**config.mk**
```make
export PLATFORM = sky130hd
export DESIGN_NAME = lpht_hash
export DESIGN_NICKNAME = d
export VERILOG_FILES = /design/src/rtl/core/linear_probe_hash_table_macros.svh /design/src/rtl/core/lpht_pkg.sv /design/src/rtl/core/lpht_hash.sv
export SDC_FILE = /design/constraint.sdc
export NUM_CORES = 1
export LEC_CHECK = 0
export BUFFER_PORTS_ARGS = -buffer_cell sky130_fd_sc_hd__clkbuf_2
export CORE_UTILIZATION = 40
export CTS_CLUSTER_DIAMETER = 200
export DETAILED_ROUTE_END_ITERATION = 10
export GPL_TIMING_DRIVEN = 0
export PLACE_DENSITY = 0.66
export SLEW_MARGIN = 20
export SYNTH_ARGS = -nofsm -noshare
export SYNTH_HDL_FRONTEND = slang
export SYNTH_SLANG_ARGS = --single-unit
```
**constraint.sdc**
```tcl
create_clock -name i_clk -period 7.8 [get_ports i_clk]
set_input_delay 1.56 -clock i_clk [delete_from_list [all_inputs] [get_ports i_clk]]
set_output_delay 1.56 -clock i_clk [all_outputs]
set_load 0.01 [all_outputs]
```
**src/rtl/core/linear_probe_hash_table_macros.svh**
```systemverilog
// ---------------------------------------------------------------------------
// Assertion macros
// Shared concurrent assertion forms for the hash table core.
// ---------------------------------------------------------------------------
`ifndef LINEAR_PROBE_HASH_TABLE_MACROS_SVH
`define LINEAR_PROBE_HASH_TABLE_MACROS_SVH

// same-cycle implication, disabled while reset is asserted
`define LPHT_ASSERT_NOW(label, clk, rst_n, ante, cons, msg) \
    label: assert property (@(posedge clk) disable iff (!(rst_n)) \
        (ante) |-> (cons)) else $error(msg);

// next-cycle implication, disabled while reset is asserted
`define LPHT_ASSERT_NEXT(label, clk, rst_n, ante, cons, msg) \
    label: assert property (@(posedge clk) disable iff (!(rst_n)) \
        (ante) |=> (cons)) else $error(msg);

`endif

```
**src/rtl/core/lpht_pkg.sv**
```systemverilog
// ---------------------------------------------------------------------------
// lpht_pkg
// Types, sizes and codes for the linear probing hash table.
// TABLE_SLOTS is a power of two; the home slot is the hash reduced to it.
// ---------------------------------------------------------------------------
package lpht_pkg;

    localparam int TABLE_SLOTS = 262144;
    localparam int SLOT_BITS   = $clog2(TABLE_SLOTS);
    localparam int ROWS_BITS   = 24;
    localparam int COLS_BITS   = 24;
    localparam int KEY_BITS    = ROWS_BITS + COLS_BITS;
    localparam int VALUE_BITS  = 18;
    localparam int COUNT_BITS  = 18;
    localparam int HASH_SHIFT  = 14;
    localparam int SUM_BITS    = 32;
    localparam int HASH_BITS   = SUM_BITS - HASH_SHIFT;
    localparam int WORD_BITS   = 1 + KEY_BITS + VALUE_BITS;

    localparam logic [SUM_BITS-1:0] HASH_MUL_ROWS    = 32'h4321_2347;
    localparam logic [SUM_BITS-1:0] HASH_MUL_COLUMNS = 32'h5364_3478;

    typedef logic [SLOT_BITS-1:0]  t_slot;
    typedef logic [KEY_BITS-1:0]   t_key;
    typedef logic [VALUE_BITS-1:0] t_value;
    typedef logic [COUNT_BITS-1:0] t_count;
    typedef logic [WORD_BITS-1:0]  t_word;

    localparam t_slot  SLOT_LAST = t_slot'(TABLE_SLOTS - 1);
    localparam t_count COUNT_MAX = '1;

    typedef enum logic [1:0] {
        ACT_INSERT = 2'd0,
        ACT_LOOKUP = 2'd1,
        ACT_CLEAR  = 2'd2
    } t_action;

    typedef enum logic [2:0] {
        STATUS_INSERTED  = 3'd0,
        STATUS_FOUND     = 3'd1,
        STATUS_DUPLICATE = 3'd2,
        STATUS_FULL      = 3'd3,
        STATUS_NOT_FOUND = 3'd4,
        STATUS_CLEARED   = 3'd5
    } t_status;

    typedef enum logic [2:0] {
        S_INIT,
        S_IDLE,
        S_HASH,
        S_PROBE,
        S_CLEAR
    } t_state;

    typedef struct packed {
        logic  wr_en;
        t_slot addr;
        t_word wr_data;
    } t_ram_req;

endpackage

```
**src/rtl/core/lpht_hash.sv**
```systemverilog
// ---------------------------------------------------------------------------
// lpht_hash
// Home slot hash: registered products, then wrapped sum, shift and reduce.
// ---------------------------------------------------------------------------
module lpht_hash
    import lpht_pkg::*;
(
    input  logic                 i_clk,
    input  logic                 i_load,
    input  logic [ROWS_BITS-1:0] i_key_rows,
    input  logic [COLS_BITS-1:0] i_key_columns,
    output t_slot                o_home
);

    logic [SUM_BITS-1:0]  r_prod_rows;
    logic [SUM_BITS-1:0]  r_prod_columns;
    logic [SUM_BITS-1:0]  sum;
    logic [HASH_BITS-1:0] hash;

    always_ff @(posedge i_clk) begin
        if (i_load) begin
            r_prod_rows    <= SUM_BITS'({{(SUM_BITS-ROWS_BITS){1'b0}}, i_key_rows}
                                        * HASH_MUL_ROWS);
            r_prod_columns <= SUM_BITS'({{(SUM_BITS-COLS_BITS){1'b0}}, i_key_columns}
                                        * HASH_MUL_COLUMNS);
        end
    end

    assign sum    = r_prod_rows + r_prod_columns;
    assign hash   = sum[SUM_BITS-1:HASH_SHIFT];
    assign o_home = t_slot'({{SLOT_BITS{1'b0}}, hash});

endmodule

```
## Yosys cells after proc, flatten, opt, wreduce, memory -nomap -nowiden

Cells that the tools add are included.
W data, S select, Z words.

| cells by class | value |
|---|---|
| add/subtract/negate cells | 1 |
| multiply operators | 2 |

Operator list:

| kind | count |
|---|---|
| $add A32 B32 Y32 | 1 |
| $mul A24 B31 Y32 const B | 1 |
| $mul A24 B28 Y29 const B | 1 |

| storage, ports and cells | value |
|---|---|
| register bits | 61 |
| output and inout bits | 18 |
| word-level logic and storage cells | 5 |
| input port bits | 50 |

## Logic depth before layout (Yosys ltp)

Gate-level depths: netlist of run 1.

| logic depth | value |
|---|---|
| word-level depth | 1 |
| mapped depth | 24 |
| depth with buffers taken out | 23 |

## Least setup slack after synthesis of run 1

No wires, ideal clock.

| timing | value |
|---|---|
| path kind | input port to flip-flop |
| from | input port i_key_columns[7] |
| to | register r_prod_columns[31] (data pin) |
| data required time | 7541 ps |
| library setup time | 259 ps |
| stages | 23 |
| path buffers | 1 |
| arrival | 6581 ps |
| setup slack | 960 ps |
| path through | inv_1 -> ha_1 -> inv_1 -> ha_1 -> inv_1 -> fa_1 -> fa_1 -> fa_1 -> inv_1 -> fa_1 -> inv_1 -> fa_1 -> inv_1 -> ha_1 -> clkbuf_1 -> and2_0 -> a311oi_1 -> o21ai_1 -> a21oi_1 -> a21oi_4 -> o41ai_2 -> mux2i_1 -> nor2_1 |

| between the ends | value |
|---|---|
| cells in the longest elaborated chain, start to end | 1 |

Ends and longest elaborated chain:

| what | line | text |
|---|---|---|
| start: declaration | lpht_hash.sv:11 | `input logic [COLS_BITS-1:0] i_key_columns,` |
| $mul A24 B28 Y29 | lpht_hash.sv:25 | `* HASH_MUL_COLUMNS);` |
| end signal: assignment | lpht_hash.sv:24 | `r_prod_columns <= SUM_BITS'({{(SUM_BITS-COLS_BITS){1'b0}}, i_key_columns}` |
| end: declaration | lpht_hash.sv:16 | `logic [SUM_BITS-1:0] r_prod_columns;` |

No other way between the ends.
A chain may end at the register's enable or synchronous reset.

## Final worst setup path of run 1

Same ends and word-level chain as after synthesis.

==> flow_summary.json, run 1 <==
{
  "via_per_inst": 4.89,
  "final-hold-violation-count": 0,
  "synth_xor_area_share_pct": 5.19,
  "syn_area_sq_um": 16200,
  "crit_arrival_ps": 7440,
  "outcome": "finished, final reports clean",
  "ant_nets": 0,
  "synth_flop_cell": "edfxtp_1",
  "yosysTopAreaCell": "fa_1",
  "die_area_sq_um": 41300,
  "synth_edf_count": 58,
  "synth.avg_cell_area_sq_um": 10.1,
  "clockBufferDepth": 2,
  "crit_type": "in2reg",
  "layout-drive-gt1-share_pct": 6.07,
  "synthSimpleGateAreaFrac_pct": 5.05,
  "drt_iter0_drc": 478,
  "clockRootBuffer": "clkbuf_16",
  "antenna_found_initial": 0,
  "post_cts_buffers": 0,
  "yosysUniqueCellTypes": 59,
  "drv_slew": 0,
  "dieHeight_microns": 203,
  "grt_overflow": 0,
  "fin_tns_setup_ps": 0,
  "final-seq-area_sq_um": 1740,
  "critPathRequiredTime_ps": 7870,
  "pin_count": 68,
  "place_area_sq_um": 17200,
  "fillers": 3835,
  "grt_use_total_pct": 17.5,
  "port_buffers": 67,
  "finalInstanceArea_sq_um": 17500,
  "yosys_warnings": 0,
  "setup_viol": 0,
  "dp.cells": 2189,
  "synth_fa_ha_area_share_pct": 60.9,
  "vias": 10800,
  "area_growth_syn_to_layout_pct": 8.06,
  "cts_tree": "yes",
  "numCtsBuffers": 9,
  "start_util_pct": 40.7,
  "routed_wl_microns": 34200,
  "diodes": 0,
  "hold_path.class": "in2reg",
  "multi_input_area_sq_um": 12700,
  "cts_resized": 0,
  "gp_congestion": 0.903,
  "wl_per_cell_microns": 15.5,
  "start_kind": "input pin",
  "synth_top_family_by_area": "adder cells",
  "netlist_instances": 1597,
  "grt_max_degree": 59,
  "grt_pass1_wl_microns": 56900,
  "max_slew_margin_pct": 46.0,
  "synth.top_cells.by_area": "fa_1 31%, ha_1 30%, inv_1 11%",
  "final_cells": 2205,
  "async_flop_share_pct": 0,
  "yosysMostFrequentCell": "inv_1",
  "cts.sinks": 58,
  "dpl.hpwl_microns": 30700,
  "synth_compound_gate_area_share_pct": 6.98,
  "fmax_mhz": 136,
  "synth_top_area_share_pct": 30.9,
  "htreeDepth": 3,
  "cp-end-kind": "register",
  "yosysSeqAreaShare_pct": 10.8,
  "grt_pass1_vias": 11500,
  "worst-slew-pin-transition_ps": 810,
  "route.detailed.drc": 0,
  "maxCapViolCount": 0,
  "path_max_fanout": 7,
  "rsz0062_at_grt": "no",
  "finalCritPeriodShare_pct": 94.5,
  "synthMuxAreaShare_pct": 0.185,
  "layout.nets": 2363,
  "rows": 73,
  "path_clk_slew_ps": 50,
  "core_area_sq_um": 39800,
  "die_w_microns": 203,
  "yosys-top-cells-count": "469 x inv_1, 388 x ha_1, 250 x fa_1",
  "dr.pass1.iters": 5,
  "min_period_ps": 7370,
  "ys_ff_latch": 58,
  "syn_nets": 2285,
  "postCtsHoldBufs": 0
}
final cells by class:
class,count,area share [%]
flip-flops and latches,58,9.95
multi-input cells,1067,72.5
plain buffers,3,0.0644
repair buffers,67,1.93
clock buffers,10,1.31
inverters,469,10.1
clock inverters,6,0.465
well taps,525,3.75
layer usage:
layer	share of wire (%)	vias up	track usage, %
met1	49	5347	25.2
li1	-	5253	-
met3	3.4	22	2.08
met2	47	169	28.7
met5	0	-	0
met4	1.3	0	2.69
worst max-delay path: stages:
cell and delay [ps]:
clkbuf_2 270, inv_1 80, ha_1 300, inv_1 60
ha_1 310, inv_1 60, fa_1 450, fa_1 500
fa_1 550, inv_1 50, fa_1 490, inv_1 60
fa_1 470, inv_1 50, ha_1 260, clkbuf_1 180
and2_0 170, a311oi_1 310, o21ai_1 110, a21oi_1 340
a21oi_4 120, o41ai_2 410, mux2i_1 230, nor2_1 70
logic make-up (layout without fill, tap and decap cells):
family | Yosys count | after routing
compound gates | 166 | 166
xor+xnor | 96 | 96
fa+ha+maj | 638 | 638
buf+inv | 472 | 555
flops | 58 | 58
mux | 3 | 3
simple gates | 164 | 164
metrics by stage:
step	util [%]	worst slack (ps)	hold WS, ps
after floorplan	-	960	1660
after CTS	43.9	431	1690
final	43.9	426	1690
after global routing	43.9	97.5	1710
after detailed placement	43.2	115	2030
after global placement	43.1	216	2030
layout by cell type, fill, tap and decap left out, types with 6 or more instances in the layout:
cell       synthesis  layout
a21o_1            19      19
a21oi_1           42      42
clkbuf_16          0       9
clkbuf_2           0      66
edfxtp_1          58      58
fa_1             250     250
ha_1             388     388
inv_1            469     469
nand2_1           35      35
nand3_1           20      20
nor2_1            47      47
nor3_1            10      10
nor4_1             7       7
o21a_1            10      10
o21ai_0           26      26
o21ai_1            9       9
o21bai_1           8       8
or2_2              8       8
or3_1              6       6
xnor2_1           70      70
xor2_1            26      26
sequential cells by signal, summed over array words and instances, names as in the netlist:
name / cells
r_prod_columns: 29
r_prod_rows: 29
worst paths after layout:
path / depth (start not counted) / end / from / slack (ps)
worst max-delay path: 24 / r_prod_columns[31] / i_key_columns[7] / 430
worst min-delay path: 1 / r_prod_columns[3] / i_key_columns[0] / 1690
Power of run 1 is left out: the tool's default activity adds up to more than one toggle a clock period on the data nets, which glitch-free logic cannot reach.
==> inputs of run 2 (changes only) <==
--- a/config.mk
+++ b/config.mk
@@ -5,12 +5,12 @@
 export SDC_FILE = /design/constraint.sdc
 export NUM_CORES = 1
 export LEC_CHECK = 0
+export ABC_AREA = 1
 export BUFFER_PORTS_ARGS = -buffer_cell sky130_fd_sc_hd__clkbuf_2
 export CORE_UTILIZATION = 40
 export CTS_CLUSTER_DIAMETER = 200
 export DETAILED_ROUTE_END_ITERATION = 10
 export GPL_TIMING_DRIVEN = 0
-export PLACE_DENSITY = 0.66
 export SLEW_MARGIN = 20
 export SYNTH_ARGS = -nofsm -noshare
 export SYNTH_HDL_FRONTEND = slang
==> run 2 against run 1 <==
Wire length rose by 27%. Area after synthesis grew 8.0%. Worst hold slack gained 76 ps. Setup slack better by 440 ps. First-iteration DRC count is 43% higher. Synthesized cell count is 25% higher. Via count up 19%. Fmax rose by 6.3%. Global-route usage increased by 3.1 points. Critical path type unchanged.
==> flow_summary.json, run 2 <==
{
  "outcome": "finished, final reports clean",
  "die_area_sq_um": 44500,
  "via_per_inst": 4.82,
  "synth.avg_cell_area_sq_um": 8.77,
  "fillers": 4308,
  "gp_congestion": 0.936,
  "synth_edf_count": 58,
  "layout.nets": 2759,
  "start_util_pct": 40.6,
  "vias": 12800,
  "die_w_microns": 211,
  "largestRegisters": "r_prod_columns: 29 flops, r_prod_rows: 29 flops",
  "area_growth_syn_to_layout_pct": 7.76,
  "cts_tree": "yes",
  "setup_viol": 0,
  "grt_use_total_pct": 20.6,
  "hold_path.class": "in2reg",
  "cp_common_cell": "fa_1",
  "route.detailed.drc": 0,
  "clockRootBuffer": "clkbuf_16",
  "crit_family": "adder cells",
  "wl_per_cell_microns": 16.3,
  "maxCapViolCount": 0,
  "post_cts_buffers": 0,
  "grt_overflow": 0,
  "layout-drive-gt1-share_pct": 5.39,
  "finalCritPeriodShare_pct": 88.9,
  "antenna_found_initial": 0,
  "postCtsHoldBufs": 0,
  "mostFrequentLayoutCells": "550 x inv_1, 388 x ha_1, 261 x nand2_1",
  "dr.pass1.iters": 6,
  "synth_top_area_share_pct": 28.6,
  "core_area_sq_um": 43100,
  "crit_type": "in2reg",
  "drt_iter0_drc": 685,
  "yosysTopAreaCell": "fa_1",
  "htreeDepth": 3,
  "netlist_instances": 1993,
  "synth_flop_cell": "edfxtp_1",
  "clockBufferDepth": 2,
  "numCtsBuffers": 9,
  "fin_tns_setup_ps": 0,
  "cts_resized": 0,
  "crit_chain": "clkbuf_2, fa_1, inv_1, fa_1, fa_1, inv_1, fa_1, inv_1, fa_1, inv_1, fa_1, fa_1, ha_1, nand2_1, nor2_1, inv_1, nor2_1, nand4_1, nand3_2, nand2_1, nand2_1, inv_1, nand2_1, nand2_1",
  "routed_wl_microns": 43400,
  "final_common_cell": "inv_1",
  "start_kind": "input pin",
  "worst-slew-pin-transition_ps": 791,
  "max_slew_margin_pct": 47.2,
  "finalWorstSetupSlack_ps": 865,
  "critPathRequiredTime_ps": 7840,
  "pin_count": 68,
  "grt_pass1_wl_microns": 70900,
  "yosysMostFrequentCell": "inv_1",
  "rows": 76,
  "yosys_warnings": 0,
  "drv_slew": 0,
  "crit_arrival_ps": 6970,
  "cp-end-kind": "register",
  "min_period_ps": 6940,
  "path_max_fanout": 5,
  "async_flop_share_pct": 0,
  "port_buffers": 67,
  "diodes": 0,
  "slowest_delay_ps": 590,
  "ant_nets": 0,
  "yosysUniqueCellTypes": 36,
  "fmax_mhz": 144,
  "cts.sinks": 58,
  "dieHeight_microns": 211,
  "grt_max_degree": 59,
  "cp.buffers_inverters": 7,
  "grt_pass1_vias": 13500,
  "dpl.hpwl_microns": 39500,
  "ys_ff_latch": 58,
  "synth.top_cells.by_area": "fa_1 29%, ha_1 28%, inv_1 12%",
  "syn_area_sq_um": 17500,
  "syn_nets": 2681,
  "yosys-top-cells-count": "550 x inv_1, 388 x ha_1, 261 x nand2_1",
  "yosysSeqAreaShare_pct": 9.96,
  "slowest_stage": "fa_1",
  "dp_slack_ps": 573,
  "path_clk_slew_ps": 50,
  "final-hold-violation-count": 0,
  "rsz0062_at_grt": "no"
}
==> run 2: cell types whose count changed in the layout (fill, tap and decap cells not counted), moves of 30 or more <==
cell,previous run,this run
inv_1,469,550
xnor2_1,70,23
a21oi_1,42,90
nor2_1,47,94
nand2_1,35,261
xor2_1,26,56
nand3_1,20,71
==> run 2: per-layer routing <==
metal | GRT usage [%] | up-vias | wire length [microns]
met5 | 0 | - | 0
met4 | 3.37 | 0 | 549
met3 | 1.78 | 33 | 1460
met2 | 34.9 | 222 | 20300
met1 | 29.0 | 6189 | 21000
li1 | - | 6382 | -
==> run 2: through the flow <==
stage | area (sq um) | std cells | hold WS (ps) | utilization [%]
global placement | 18500 | 2645 | 2060 | 43.1
global route | 18800 | 2661 | 1740 | 43.7
floorplan | 17500 | 1993 | 1660 | -
CTS | 18800 | 2661 | 1730 | 43.7
finish | 18800 | 2661 | 1760 | 43.7
detailed placement | 18500 | 2645 | 2080 | 43.1
==> run 2: worst paths after layout <==
kind | startpoint | end | depth (start not counted)
worst max-delay path | i_key_columns[21] | r_prod_columns[31] | 24
worst min-delay path | i_key_columns[0] | r_prod_columns[3] | 1
==> run 2: layout make-up <==
type	count	area, sq um	area share (%)
clock buffers	10	229	1.22
repair buffers	67	338	1.79
inverters	551	2070	11.0
clock inverters	6	57.6	0.306
multi-input cells	1384	13700	72.6
flip-flops and latches	58	1740	9.25
well taps	585	732	3.89
==> run 2: cells by family after synthesis <==
group           after synthesis  synth area share, %
compound gates              180                 5.88
flops                        58                 9.96
fa+ha+maj                   638                 56.4
xor+xnor                     79                 3.96
buf+inv                     551                 11.8
simple gates                487                 12.0
Power of run 2 is left out for the same reason.
==> inputs of run 3 (changes only) <==
--- a/config.mk
+++ b/config.mk
@@ -7,10 +7,11 @@
 export LEC_CHECK = 0
 export ABC_AREA = 1
 export BUFFER_PORTS_ARGS = -buffer_cell sky130_fd_sc_hd__clkbuf_2
-export CORE_UTILIZATION = 40
+export CORE_UTILIZATION = 65
 export CTS_CLUSTER_DIAMETER = 200
 export DETAILED_ROUTE_END_ITERATION = 10
 export GPL_TIMING_DRIVEN = 0
+export PLACE_DENSITY = 0.83
 export SLEW_MARGIN = 20
 export SYNTH_ARGS = -nofsm -noshare
 export SYNTH_HDL_FRONTEND = slang
==> run 3 against run 2 <==
The flow now finishes with violations (DRC). Critical path depth is the same. Flip-flop and latch count is the same. Final cell count shrank 9.4%. First-iteration DRC count grew 50%. Count of clock-buffer cells in the layout shrank 1. Via count grew 4.9%. Cell area shrank 1.4%. Setup slack lost 30 ps. Global-route usage grew 12 points. Sequential share of layout area grew 0.14 points. Worst hold slack lost 53 ps. Critical path type unchanged. Critical endpoint unchanged. Highest routed layer unchanged.
==> flow_summary.json, run 3 (same netlist as run 2, synthesis figures left out) <==
{
  "routed_wl_microns": 43300,
  "grt_use_total_pct": 32.9,
  "critPathRequiredTime_ps": 7870,
  "antenna_found_initial": 0,
  "crit_arrival_ps": 7040,
  "crit_type": "in2reg",
  "dpl.hpwl_microns": 38800,
  "finalCritPeriodShare_pct": 89.3,
  "clockRootBuffer": "clkbuf_16",
  "outcome": "finished, violations left",
  "path_clk_slew_ps": 60,
  "route.detailed.drc": 6,
  "setup_viol": 0,
  "via_per_inst": 5.58,
  "gp_congestion": 0.983,
  "maxCapViolCount": 0,
  "fmax_mhz": 144,
  "numCtsBuffers": 9,
  "cts.sinks": 58,
  "cp-end-kind": "register",
  "port_buffers": 67,
  "die_w_microns": 166,
  "hold_path.class": "in2reg",
  "start_util_pct": 66.7,
  "drt_iter0_drc": 1029,
  "postCtsHoldBufs": 0,
  "crit_chain": "clkbuf_2, ha_1, ha_1, inv_1, fa_1, inv_1, fa_1, inv_1, fa_1, inv_1, fa_1, fa_1, ha_1, nand2_1, nor2_1, inv_1, nor2_1, nand4_1, nand3_2, nand2_1, nand2_1, inv_1, nand2_1, nand2_1",
  "largestRegisters": "r_prod_columns: 29 flops, r_prod_rows: 29 flops",
  "slowest_delay_ps": 570,
  "layout.nets": 2759,
  "dieHeight_microns": 166,
  "rows": 59,
  "die_area_sq_um": 27500,
  "rsz0062_at_grt": "no",
  "area_growth_syn_to_layout_pct": 6.20,
  "worst-slew-pin-transition_ps": 767,
  "cts_resized": 0,
  "grt_max_degree": 59,
  "max_slew_margin_pct": 48.9,
  "drv_slew": 0,
  "htreeDepth": 3,
  "cp_common_cell": "inv_1",
  "fin_tns_setup_ps": 0,
  "path_max_fanout": 7,
  "ant_nets": 0,
  "start_kind": "input pin",
  "layout-drive-gt1-share_pct": 5.54,
  "final_common_cell": "inv_1",
  "core_area_sq_um": 26200,
  "dr.pass1.iters": 8,
  "vias": 13500,
  "cts_tree": "yes",
  "pin_count": 68,
  "diodes": 0,
  "post_cts_buffers": 0,
  "clockBufferDepth": 2,
  "grt_pass1_vias": 14400,
  "min_period_ps": 6970,
  "violations": "DRC",
  "grt_overflow": 0,
  "fillers": 2023,
  "grt_pass1_wl_microns": 70800,
  "mostFrequentLayoutCells": "550 x inv_1, 388 x ha_1, 261 x nand2_1",
  "wl_per_cell_microns": 17.9,
  "final-hold-violation-count": 0,
  "slowest_stage": "ha_1"
}
## run 3: changes by cell type in the layout (fill, tap and decap cells not counted)
cell / previous run / this run
clkinv_4: 0 / 1
inv_6: 0 / 2
clkbuf_1: 1 / 0
bufinv_16: 1 / 2
clkinv_1: 2 / 0
clkinv_2: 1 / 0
## run 3: layout make-up
| type | instances | area [sq um] | share of cell area [%] |
|---|---|---|---|
| clock buffer | 9 | 225 | 1.21 |
| clock inverter | 7 | 101 | 0.546 |
| inverter | 551 | 2070 | 11.1 |
| multi-input combinational | 1384 | 13700 | 73.6 |
| sequential | 58 | 1740 | 9.38 |
| tap | 335 | 419 | 2.26 |
| timing repair buffer | 67 | 338 | 1.82 |
## run 3: path summary, 6_finish.rpt
| check | start | end | slack [ps] | cells past startpoint |
|---|---|---|---|---|
| worst min-delay path | i_key_columns[0] | r_prod_columns[3] | 1710 | 1 |
| worst max-delay path | i_key_columns[9] | r_prod_columns[31] | 830 | 24 |
## run 3: per-layer routing
layer | track usage, % | part of all wire, % | vias to the layer above
li1 | - | - | 6396
met2 | 56.2 | 47 | 477
met3 | 4.39 | 6.4 | 103
met1 | 42.8 | 43 | 6480
met4 | 12.5 | 3.5 | 0
met5 | 0 | 0 | -
## run 3: through the flow
step	hold slack, ps	cell area [sq um]	util [%]	setup slack [ps]	cells
after floorplan	1660	17500	-	1400	1993
after global placement	2030	18200	69.6	701	2395
after detailed placement	2030	18200	69.6	617	2395
after CTS	1690	18600	70.8	945	2411
after global routing	1710	18600	70.8	654	2411
final	1710	18600	70.8	835	2411
## run 3: critical path, delay by kind of cell
| family | cells | cell delay [ps] |
|---|---|---|
| simple gates | 9 | 1180 |
| buf+inv | 7 | 590 |
| fa+ha+maj | 8 | 3690 |
Power of run 3 is left out for the same reason.
